[config.mk]
export PLATFORM = sky130hd
export DESIGN_NAME = embedded_controller_host_interface_core
export DESIGN_NICKNAME = d
export VERILOG_FILES = /design/src/echi_pkg.sv /design/src/embedded_controller_host_interface_core.sv
export SDC_FILE = /design/constraint.sdc
export NUM_CORES = 2
export LEC_CHECK = 0
export BUFFER_PORTS_ARGS = -buffer_cell sky130_fd_sc_hd__buf_2
export CORE_MARGIN = 2
export CORE_UTILIZATION = 35
export DETAILED_ROUTE_END_ITERATION = 8
export GPL_TIMING_DRIVEN = 0
export REMOVE_ABC_BUFFERS = 1
export SYNTH_ARGS = -nofsm -noshare
export SYNTH_HDL_FRONTEND = slang
export SYNTH_SLANG_ARGS = --single-unit
[constraint.sdc]
create_clock -name clk -period 16.1 [get_ports clk]
set_clock_uncertainty 0.2 [all_clocks]
set_input_delay 2.415 -clock clk [delete_from_list [all_inputs] [get_ports clk]]
set_output_delay 2.415 -clock clk [all_outputs]
set_load 0.05 [all_outputs]
[src/echi_pkg.sv]
`default_nettype none
// ----------------------------------------------------------------------------
// echi_pkg: embedded controller host interface definitions
// Operation codes, controller command bytes, status bits, transaction
// phases and event codes shared by the host interface core.
// ----------------------------------------------------------------------------
package echi_pkg;

	localparam int unsigned OP_W    = 3;
	localparam int unsigned BYTE_W  = 8;
	localparam int unsigned EV_W    = 2;
	localparam int unsigned PHASE_W = 2;
	localparam int unsigned RAM_AW  = 8;
	localparam int unsigned RAM_DEPTH = 1 << RAM_AW;

	typedef logic [OP_W-1:0]    op_t;
	typedef logic [BYTE_W-1:0]  byte_t;
	typedef logic [EV_W-1:0]    event_t;
	typedef logic [PHASE_W-1:0] phase_t;

	// host-side operations
	localparam op_t OP_STATUS_READ = 3'd0;
	localparam op_t OP_DATA_READ   = 3'd1;
	localparam op_t OP_CMD_WRITE   = 3'd2;
	localparam op_t OP_DATA_WRITE  = 3'd3;
	localparam op_t OP_TICK        = 3'd4;

	// controller command bytes
	localparam byte_t EC_CMD_READ  = 8'h80;
	localparam byte_t EC_CMD_WRITE = 8'h81;

	// status register bit positions
	localparam int unsigned STATUS_OBF_BIT = 0;
	localparam int unsigned STATUS_IBF_BIT = 1;
	localparam int unsigned STATUS_CMD_BIT = 3;

	// transaction phases
	localparam phase_t PH_IDLE       = 2'd0;
	localparam phase_t PH_READ_ADDR  = 2'd1;
	localparam phase_t PH_WRITE_ADDR = 2'd2;
	localparam phase_t PH_WRITE_VAL  = 2'd3;

	// event codes
	localparam event_t EV_OK          = 2'd0;
	localparam event_t EV_OVERRUN     = 2'd1;
	localparam event_t EV_UNKNOWN_CMD = 2'd2;
	localparam event_t EV_UNEXPECTED  = 2'd3;

endpackage : echi_pkg
`default_nettype wire

[src/embedded_controller_host_interface_core.sv]
`default_nettype none
// ----------------------------------------------------------------------------
// embedded_controller_host_interface_core: controller side of the EC host port
// Command/status and data port emulation backed by a 256-byte controller RAM,
// with read (0x80) and write (0x81) transactions and event reporting.
// ----------------------------------------------------------------------------
// Each transfer on the input channel is one host operation: status read, data
// read, command write, data write, or a controller tick that consumes the
// pending input byte. Every operation yields exactly one result transfer
// (read_byte, event_code), in order. The accept cycle of an operation issues
// the read of the controller RAM at the pending input byte, and the execute
// cycle takes the registered read data, updates the port state and, for a
// write-value byte, writes the RAM. The RAM port pair is one registered read
// and one write. A result sits in an output register, so the next operation
// is accepted while it waits. Input is held off in every execute cycle, and
// the execute cycle repeats for as long as the output register is still
// occupied and stalled. The RAM reads as all zeros after reset with no
// clearing pass: a per-entry valid bit, cleared by reset, masks entries not
// yet written since reset.
module embedded_controller_host_interface_core (
	input  wire logic                         clk,
	input  wire logic                         arst_n,
	input  wire logic                         in_valid,
	output      logic                         in_stall,
	input  wire logic [echi_pkg::OP_W-1:0]    cmd,
	input  wire logic [echi_pkg::BYTE_W-1:0]  host_byte,
	output      logic                         out_valid,
	input  wire logic                         out_stall,
	output      logic [echi_pkg::BYTE_W-1:0]  read_byte,
	output      logic [echi_pkg::EV_W-1:0]    event_code
);
	import echi_pkg::*;

	typedef enum logic {
		ST_IDLE,
		ST_EXEC
	} state_t;

	state_t state_q;

	// operation captured at accept
	op_t   op_s1;
	byte_t byte_s1;

	// host port state
	byte_t  input_buf_q;
	logic   input_is_cmd_q;
	logic   input_full_q;
	byte_t  output_buf_q;
	logic   output_full_q;
	phase_t phase_q;
	byte_t  addr_latch_q;

	// result register
	logic   out_valid_q;
	byte_t  read_byte_q;
	event_t event_code_q;

	// controller RAM and its valid bits
	byte_t                 ec_ram [RAM_DEPTH];
	logic [RAM_DEPTH-1:0]  ram_vld_q;
	byte_t                 ram_rd_s1;
	logic                  ram_vld_s1;

	logic   accept;
	logic   commit;
	byte_t  ram_data;

	// next values computed in the execute cycle
	byte_t  rd_nx;
	event_t ev_nx;
	byte_t  input_buf_nx;
	logic   input_is_cmd_nx;
	logic   input_full_nx;
	byte_t  output_buf_nx;
	logic   output_full_nx;
	phase_t phase_nx;
	byte_t  addr_latch_nx;
	logic   ram_we;

	assign in_stall   = (state_q != ST_IDLE);
	assign accept     = in_valid && !in_stall;
	// retire only when the result register is free or drains this cycle
	assign commit     = (state_q == ST_EXEC) && (!out_valid_q || !out_stall);
	assign out_valid  = out_valid_q;
	assign read_byte  = read_byte_q;
	assign event_code = event_code_q;

	// never-written entries read as zero
	assign ram_data = ram_vld_s1 ? ram_rd_s1 : '0;

	always_comb begin
		rd_nx           = '0;
		ev_nx           = EV_OK;
		input_buf_nx    = input_buf_q;
		input_is_cmd_nx = input_is_cmd_q;
		input_full_nx   = input_full_q;
		output_buf_nx   = output_buf_q;
		output_full_nx  = output_full_q;
		phase_nx        = phase_q;
		addr_latch_nx   = addr_latch_q;
		ram_we          = 1'b0;

		unique case (op_s1)
			OP_STATUS_READ: begin
				rd_nx[STATUS_OBF_BIT] = output_full_q;
				rd_nx[STATUS_IBF_BIT] = input_full_q;
				rd_nx[STATUS_CMD_BIT] = input_is_cmd_q;
			end
			OP_DATA_READ: begin
				rd_nx          = output_buf_q;
				output_full_nx = 1'b0;
			end
			OP_CMD_WRITE, OP_DATA_WRITE: begin
				// drop the new byte if the previous one is still pending
				if (input_full_q) begin
					ev_nx = EV_OVERRUN;
				end else begin
					input_buf_nx    = byte_s1;
					input_is_cmd_nx = (op_s1 == OP_CMD_WRITE);
					input_full_nx   = 1'b1;
				end
			end
			OP_TICK: begin
				if (input_full_q) begin
					input_full_nx = 1'b0;
					if (input_is_cmd_q) begin
						// a command always ends any open transaction and, if known, starts a new one
						if (input_buf_q == EC_CMD_READ) begin
							phase_nx = PH_READ_ADDR;
						end else if (input_buf_q == EC_CMD_WRITE) begin
							phase_nx = PH_WRITE_ADDR;
						end else begin
							phase_nx = PH_IDLE;
							ev_nx    = EV_UNKNOWN_CMD;
						end
					end else begin
						unique case (phase_q)
							PH_READ_ADDR: begin
								output_buf_nx  = ram_data;
								output_full_nx = 1'b1;
								phase_nx       = PH_IDLE;
							end
							PH_WRITE_ADDR: begin
								addr_latch_nx = input_buf_q;
								phase_nx      = PH_WRITE_VAL;
							end
							PH_WRITE_VAL: begin
								ram_we   = 1'b1;
								phase_nx = PH_IDLE;
							end
							default: begin
								ev_nx = EV_UNEXPECTED;
							end
						endcase
					end
				end
			end
			default: begin
			end
		endcase
	end

	// state machine, port state and result register
	always_ff @(posedge clk or negedge arst_n) begin
		if (!arst_n) begin
			state_q        <= ST_IDLE;
			op_s1          <= OP_STATUS_READ;
			byte_s1        <= '0;
			input_buf_q    <= '0;
			input_is_cmd_q <= 1'b0;
			input_full_q   <= 1'b0;
			output_buf_q   <= '0;
			output_full_q  <= 1'b0;
			phase_q        <= PH_IDLE;
			addr_latch_q   <= '0;
			out_valid_q    <= 1'b0;
			read_byte_q    <= '0;
			event_code_q   <= EV_OK;
		end else begin
			// drop the result once taken, unless a new one lands this cycle
			if (out_valid_q && !out_stall && !commit) begin
				out_valid_q <= 1'b0;
			end
			unique case (state_q)
				ST_IDLE: begin
					if (accept) begin
						op_s1   <= cmd;
						byte_s1 <= host_byte;
						state_q <= ST_EXEC;
					end
				end
				ST_EXEC: begin
					if (commit) begin
						input_buf_q    <= input_buf_nx;
						input_is_cmd_q <= input_is_cmd_nx;
						input_full_q   <= input_full_nx;
						output_buf_q   <= output_buf_nx;
						output_full_q  <= output_full_nx;
						phase_q        <= phase_nx;
						addr_latch_q   <= addr_latch_nx;
						out_valid_q    <= 1'b1;
						read_byte_q    <= rd_nx;
						event_code_q   <= ev_nx;
						state_q        <= ST_IDLE;
					end
				end
				default: begin
					state_q <= ST_IDLE;
				end
			endcase
		end
	end

	// RAM valid bits: set on first write, read alongside the data
	always_ff @(posedge clk or negedge arst_n) begin
		if (!arst_n) begin
			ram_vld_q  <= '0;
			ram_vld_s1 <= 1'b0;
		end else begin
			if (commit && ram_we) begin
				ram_vld_q[addr_latch_q] <= 1'b1;
			end
			if (accept) begin
				ram_vld_s1 <= ram_vld_q[input_buf_q];
			end
		end
	end

	// controller RAM: one write port, one registered read port
	always_ff @(posedge clk) begin
		if (commit && ram_we) begin
			ec_ram[addr_latch_q] <= input_buf_q;
		end
		if (accept) begin
			ram_rd_s1 <= ec_ram[input_buf_q];
		end
	end

`ifndef SYNTH
	a_read_no_event: assert property (@(posedge clk) disable iff (!arst_n)
		commit && (op_s1 == OP_STATUS_READ || op_s1 == OP_DATA_READ) |-> ev_nx == EV_OK)
		else $error("host read reported an event");

	a_data_read_clears_obf: assert property (@(posedge clk) disable iff (!arst_n)
		commit && op_s1 == OP_DATA_READ |=> !output_full_q)
		else $error("data read left output-full set");

	a_write_val_order: assert property (@(posedge clk) disable iff (!arst_n)
		phase_q == PH_WRITE_VAL && $past(phase_q) != PH_WRITE_VAL
		|-> $past(phase_q) == PH_WRITE_ADDR)
		else $error("write-value phase entered without an address");

	a_ram_write_phase: assert property (@(posedge clk) disable iff (!arst_n)
		commit && ram_we |-> phase_q == PH_WRITE_VAL && op_s1 == OP_TICK && input_full_q)
		else $error("RAM written outside a write-value tick");

	a_stall_while_busy: assert property (@(posedge clk) disable iff (!arst_n)
		accept |=> in_stall && !out_valid_q || in_stall)
		else $error("input accepted back to back");
`endif

endmodule : embedded_controller_host_interface_core
`default_nettype wire

Yosys cells after proc, flatten, opt, wreduce, memory -nomap -nowiden
Memory sizes are Yosys's and may differ from the RTL's. A register that Yosys moved wholly into a read port is not among the register bits.
Index checks and enable logic that the tools add are counted.
{"block": "totals", "ff_bits": 309, "mem_bits_rw": 2048, "input_bits": 15, "output_inout_bits": 12, "word_cells": 98, "n_memories": 1}
{"memory": "ec_ram", "depth": 256, "word_bits": 8, "rd": 1, "rd_clocked_by_memory_dff": 1, "wr": 1, "line": "embedded_controller_host_interface_core.sv:60", "rtl": "byte_t ec_ram [RAM_DEPTH];"}
{"block": "classes", "n_lt_le_gt_ge": 3, "n_eq_ne": 12, "mux": 37, "bitwise": 4, "reduce_logical": 26}
{"operator": "bitwise OR 256 bit", "n": 1}
{"operator": "less-than comparator 8 x 9 -> 1 bit, second input constant", "n": 2}
{"operator": "two-way mux 1 bit", "n": 18}
{"operator": "AND reduction 6 bit", "n": 3}
{"operator": "equality test 8 bit, second input constant", "n": 2}
{"operator": "two-way mux 2 bit", "n": 8}
{"operator": "case mux 2 bit (2 select lines)", "n": 3}
{"operator": "binary-select mux 1 bit (select 8 bit)", "n": 1}
{"operator": "demux 1 bit (select 8 bit)", "n": 1}
{"operator": "greater-or-equal comparator 8 x 1 -> 1 bit, second input constant", "n": 1}
{"operator": "two-way mux 8 bit", "n": 1}
{"operator": "case mux 1 bit (2 select lines)", "n": 4}
{"operator": "equality test 3 x 2 -> 1 bit, second input constant", "n": 2}
{"operator": "logical AND 1 bit", "n": 6}
{"operator": "AND reduction 5 bit", "n": 1}
{"operator": "equality test 2 bit, second input constant", "n": 2}
{"operator": "zero test 1 bit", "n": 4}
{"operator": "two-way mux 4 bit", "n": 1}
{"operator": "inequality test 2 bit, second input constant", "n": 2}
{"operator": "AND reduction 2 bit", "n": 2}
{"operator": "AND reduction 4 bit", "n": 1}
{"operator": "nonzero test 2 bit", "n": 2}
{"operator": "OR reduction 2 bit", "n": 2}
{"operator": "equality test 3 x 1 -> 1 bit, second input constant", "n": 1}
{"operator": "9 further kinds", "n": 11}

Longest topological paths before layout
{"block": "depth", "ltp_word": 8, "ltp_mapped": 12, "ltp_nobuf": 6}

Worst setup path before layout
No wires, ideal clock.
{"block": "synth_timing", "path_kind": "register to register", "start": "register input_buf_q[1]", "end": "register ram_rd_s1[3] (read register of ec_ram), data pin", "setup_ns": 0.265, "arrival_time_ns": 5.797, "setup_slack_ns": 9.837, "path_stages_with_launch": 11, "synth_period_minus_slack_ns": 6.263, "path_cell_list": "dfrtp_1 -> buf_2 -> buf_2 -> buf_2 -> buf_1 -> mux4_2 -> a22oi_1 -> a21oi_1 -> nor4_2 -> o22ai_1 -> or3_1"}
{"element": "from (decl)", "line": "embedded_controller_host_interface_core.sv:46", "rtl": "byte_t input_buf_q;"}
{"element": "from (signal assigned)", "line": "embedded_controller_host_interface_core.sv:195", "rtl": "input_buf_q <= input_buf_nx;"}
{"element": "to (decl)", "line": "embedded_controller_host_interface_core.sv:62", "rtl": "byte_t ram_rd_s1;"}

Final worst setup path
{"block": "layout_timing", "start": "input out_stall", "end": "memory ec_ram[225][6] (netlist name) (enable)"}
{"block": "layout_between", "elab_chain_len": 6}
{"element": "from (decl)", "line": "embedded_controller_host_interface_core.sv:28", "rtl": "input wire logic out_stall,"}
{"element": "zero test 1 bit", "line": "embedded_controller_host_interface_core.sv:84", "rtl": "assign commit = (state_q == ST_EXEC) && (!out_valid_q || !out_stall);"}
{"element": "logical OR 1 bit", "line": "embedded_controller_host_interface_core.sv:84"}
{"element": "logical AND 1 bit", "line": "embedded_controller_host_interface_core.sv:84"}
{"element": "logical AND 1 bit", "line": "embedded_controller_host_interface_core.sv:232", "rtl": "if (commit && ram_we) begin"}
{"element": "two-way mux 1 bit", "line": "embedded_controller_host_interface_core.sv:232"}
{"element": "two-way mux 1 bit (implied by the code)", "line": "embedded_controller_host_interface_core.sv:233", "rtl": "ec_ram[addr_latch_q] <= input_buf_q;"}
{"element": "to (decl)", "line": "embedded_controller_host_interface_core.sv:60"}
Every way passes these cells.

==> results_dict.tcl <==
set metrics [dict create \
    place_congestion 0.7538 \
    relSlewSlack_pct 6.768 \
    holdPathEnd "ram_vld_q[182]" \
    place_area_sq_um 97390 \
    die_h_um 516.9 \
    cts-root-buf "clkbuf_16" \
    setup_tns_ns 0 \
    status "finished, final reports clean" \
    drt-vias-per-instance 5.388 \
    grt_pass1_wl_um 320300 \
    yosys_register_bits 2365 \
    path_class "in -> reg" \
    synth_top_area_share_pct 67.06 \
    p_leak_nw 33.73 \
    core_area_sq_um 262000 \
    fin_crit_ns 6.206 \
    cp_common_cell "nand3_1" \
    synth-seq-area-share_pct 75.46 \
    path_max_fanout 32 \
    synth_area_sq_um 92070 \
    fin_crit_sh_pct 38.55 \
    r2r_end "ram_rd_s1[0]" \
    cts_buffer_depth 3 \
    setup.worst_path.start "out_stall" \
    r2r_setup_slack_ns 10.28 \
    m1WireLength_um 91700 \
    worst_slew_pin_slew_ns 1.395 \
    initial_core_util_pct 35.13 \
    cts.clk_slew.worst_paths_ns 0.06 \
    dr.pass1.iters 5 \
    die_area_sq_um 267200 \
    final_cell_count_no_fill 8180 \
    cts_resized 0 \
    cts_tree "yes" \
    route.detailed.drc 0 \
    rr_startpoint "input_buf_q[0]" \
    start_kind "primary input" \
    min_path_cells 1 \
    routed.top_layer "met5" \
    synth_top_cell_by_area "edfxtp_1" \
    overflow 0 \
    ant_nets 0 \
    maxCapViolCount 0 \
    cpMaxStageDelayCell "nor2_1" \
    vdd_drop_max_v 0.0001343 \
    cp_top_family "simple AND/OR/NAND/NOR gates" \
    cts_hold_repair.buffers 0 \
    path_cells "buf_2 > a21bo_1 > nor4_4 > nand3_1 > nor3b_1 > nand3_1 > nor2_1" \
    hold_violations 0 \
    pre_cts_ws_ns 9.069 \
    portBuffers 26 \
    met2_length_um 107700 \
    synthCells 4423 \
    min_from "ram_vld_q[182]" \
    worstPathArrival_ns 6.47 \
    worst-path-buf-inv 1 \
    regArea_sq_um 69500 \
    rsz0062_at_grt "no" \
    cts_buffers 228 \
    syn_area_per_cell_sq_um 20.82 \
    synth_commonest_cells "edfxtp_1 (2056), mux4_2 (607), dfrtp_1 (309), nor2_1 (286), o21bai_1 (208)" \
    vias 44072 \
    ys.flop_type "edfxtp_1" \
    wl_met3_um 15270 \
    htree_levels 4 \
    die_width_um 516.9 \
    wirelength_um 220400 \
    layout_setup_ws_ns 9.894 \
    power_density_nw_per_um2 172.8 \
    max_stage_delay_ns 1.12 \
    drt_iter0_drc 4566 \
    nets 4479 \
    area_growth_pct 13.90 \
    dp_hpwl_um 131400 \
    ys_types 66 \
    ys_warn_count 0 \
    grt_max_degree 129 \
    grt_antenna_before_repair 8 \
    multi_input_area_sq_um 21180 \
    clk_latency_ns 0.85 \
    cp-end-kind "register" \
    grt_util_all_layers_pct 16.37 \
    synth_area_leaders "edfxtp_1 (67%), mux4_2 (15%), dfrtp_1 (8.4%), o21bai_1 (1.7%), nor2_1 (1.2%)" \
    layout-drive-gt1-share_pct 25.06 \
    grt_pass1_vias 44793 \
    n_fill_cell 22964 \
    finalInstanceArea_sq_um 104900 \
    clock_sinks 2365 \
    routedWlPerCell_um 26.94 \
    fmax_mhz 161.1 \
    setup_viol 0 \
    synth_edf_count 2056 \
    worst-path-stages 7 \
    ios 27 \
    rr_worst_depth 10 \
    dp.cells 7749 \
    rows 188 \
    final_max_slew_viol_count 0 \
    ys_async_sr_fraction_pct 13.07 \
    required_ns 16.36 \
    cts_setup_buffers 0 \
    worstHoldPathType "reg -> reg" \
    yosysMostFrequentCell "edfxtp_1" \
]
routing by layer:
metal  GRT usage (%)  vias to the layer above
met5               0                        -
met4           4.451                        2
met3           3.090                      326
met2           26.54                     1527
met1           22.64                    23885
li1                -                    18332
state kept, by name (all words and copies together), names as in the netlist, 2 cells and up:
signal / flops
ec_ram: 2048
ram_vld_q: 256
addr_latch_q: 8
byte_s1: 8
input_buf_q: 8
output_buf_q: 8
ram_rd_s1: 8
read_byte: 8
op_s1: 3
event_code: 2
phase_q: 2
layout by cell type, fill, tap and decap left out, types with 51 or more instances in the layout:
master	instances
a21oi_1	57
a22oi_1	108
buf_16	63
clkbuf_1	68
clkbuf_16	234
dfrtp_1	301
edfxtp_1	2056
mux2i_1	69
mux4_2	607
nand2_1	69
nor2_1	284
o21bai_1	208
or2_2	51
worst max-delay path by stage:
stage                endpoint  slack, ns
2_1_floorplan    ram_rd_s1[2]     -11.60
3_3_place_gp     ram_rd_s1[4]     -33.38
3_5_place_dp   ec_ram[225][7]       9.07
4_1_cts        ec_ram[225][6]       9.98
5_1_grt        ec_ram[225][6]       9.56
6_report       ec_ram[225][6]       9.89
per-stage QoR:
| stage | power (mW) | util [%] | hold slack, ns |
|---|---|---|---|
| 4_1_cts | 18.27 | 40.02 | 0.2662 |
| 3_5_place_dp | 12.97 | 37.17 | 0.2507 |
| 6_report | 18.12 | 40.02 | 0.2629 |
| 5_1_grt | 18.72 | 40.02 | 0.2759 |
| 2_1_floorplan | 13.48 | - | 0.2337 |
| 3_3_place_gp | 14.47 | 36.26 | 0.2454 |
cell families (layout without fill, tap and decap cells):
logic type             Yosys count  after routing  synth area share [%]
DFF                           2365           2365                 75.46
muxes                          718            718                 16.23
AOI/OAI and AO/OA              518            518                 4.070
buffers and inverters          309            550                 1.759
other                            0              1                     0
and+or+nand+nor                513            513                 2.487
area by class of cell:
cell class / count / area share [%]
Sequential cell: 2365 / 66.28
Multi-Input combinational cell: 1749 / 20.20
Clock buffer: 316 / 6.011
Tap cell: 3515 / 4.194
Timing Repair Buffer: 112 / 2.176
Clock inverter: 114 / 1.105
Inverter: 8 / 0.03341
Antenna cell: 1 / 0.002386
worst register-to-register path, cell delays in order (launching register included):
cell and delay [ns]:
dfrtp_4 0.74, buf_16 0.32, buf_16 0.36, buf_16 0.35, buf_16 0.38, buf_16 0.40
mux4_2 0.62, mux4_2 0.57, a2111oi_0 1.08, a21oi_1 0.24, and3_1 0.32
where the power goes:
part	internal [mW]	leakage, nW	switching, mW
combinational	2.03	7.28	3.04
clock	3.06	3.62	2.27
sequential	7.49	22.8	0.224
total	12.6	33.7	5.53
No activity file was read; power rests on OpenSTA's default activity.
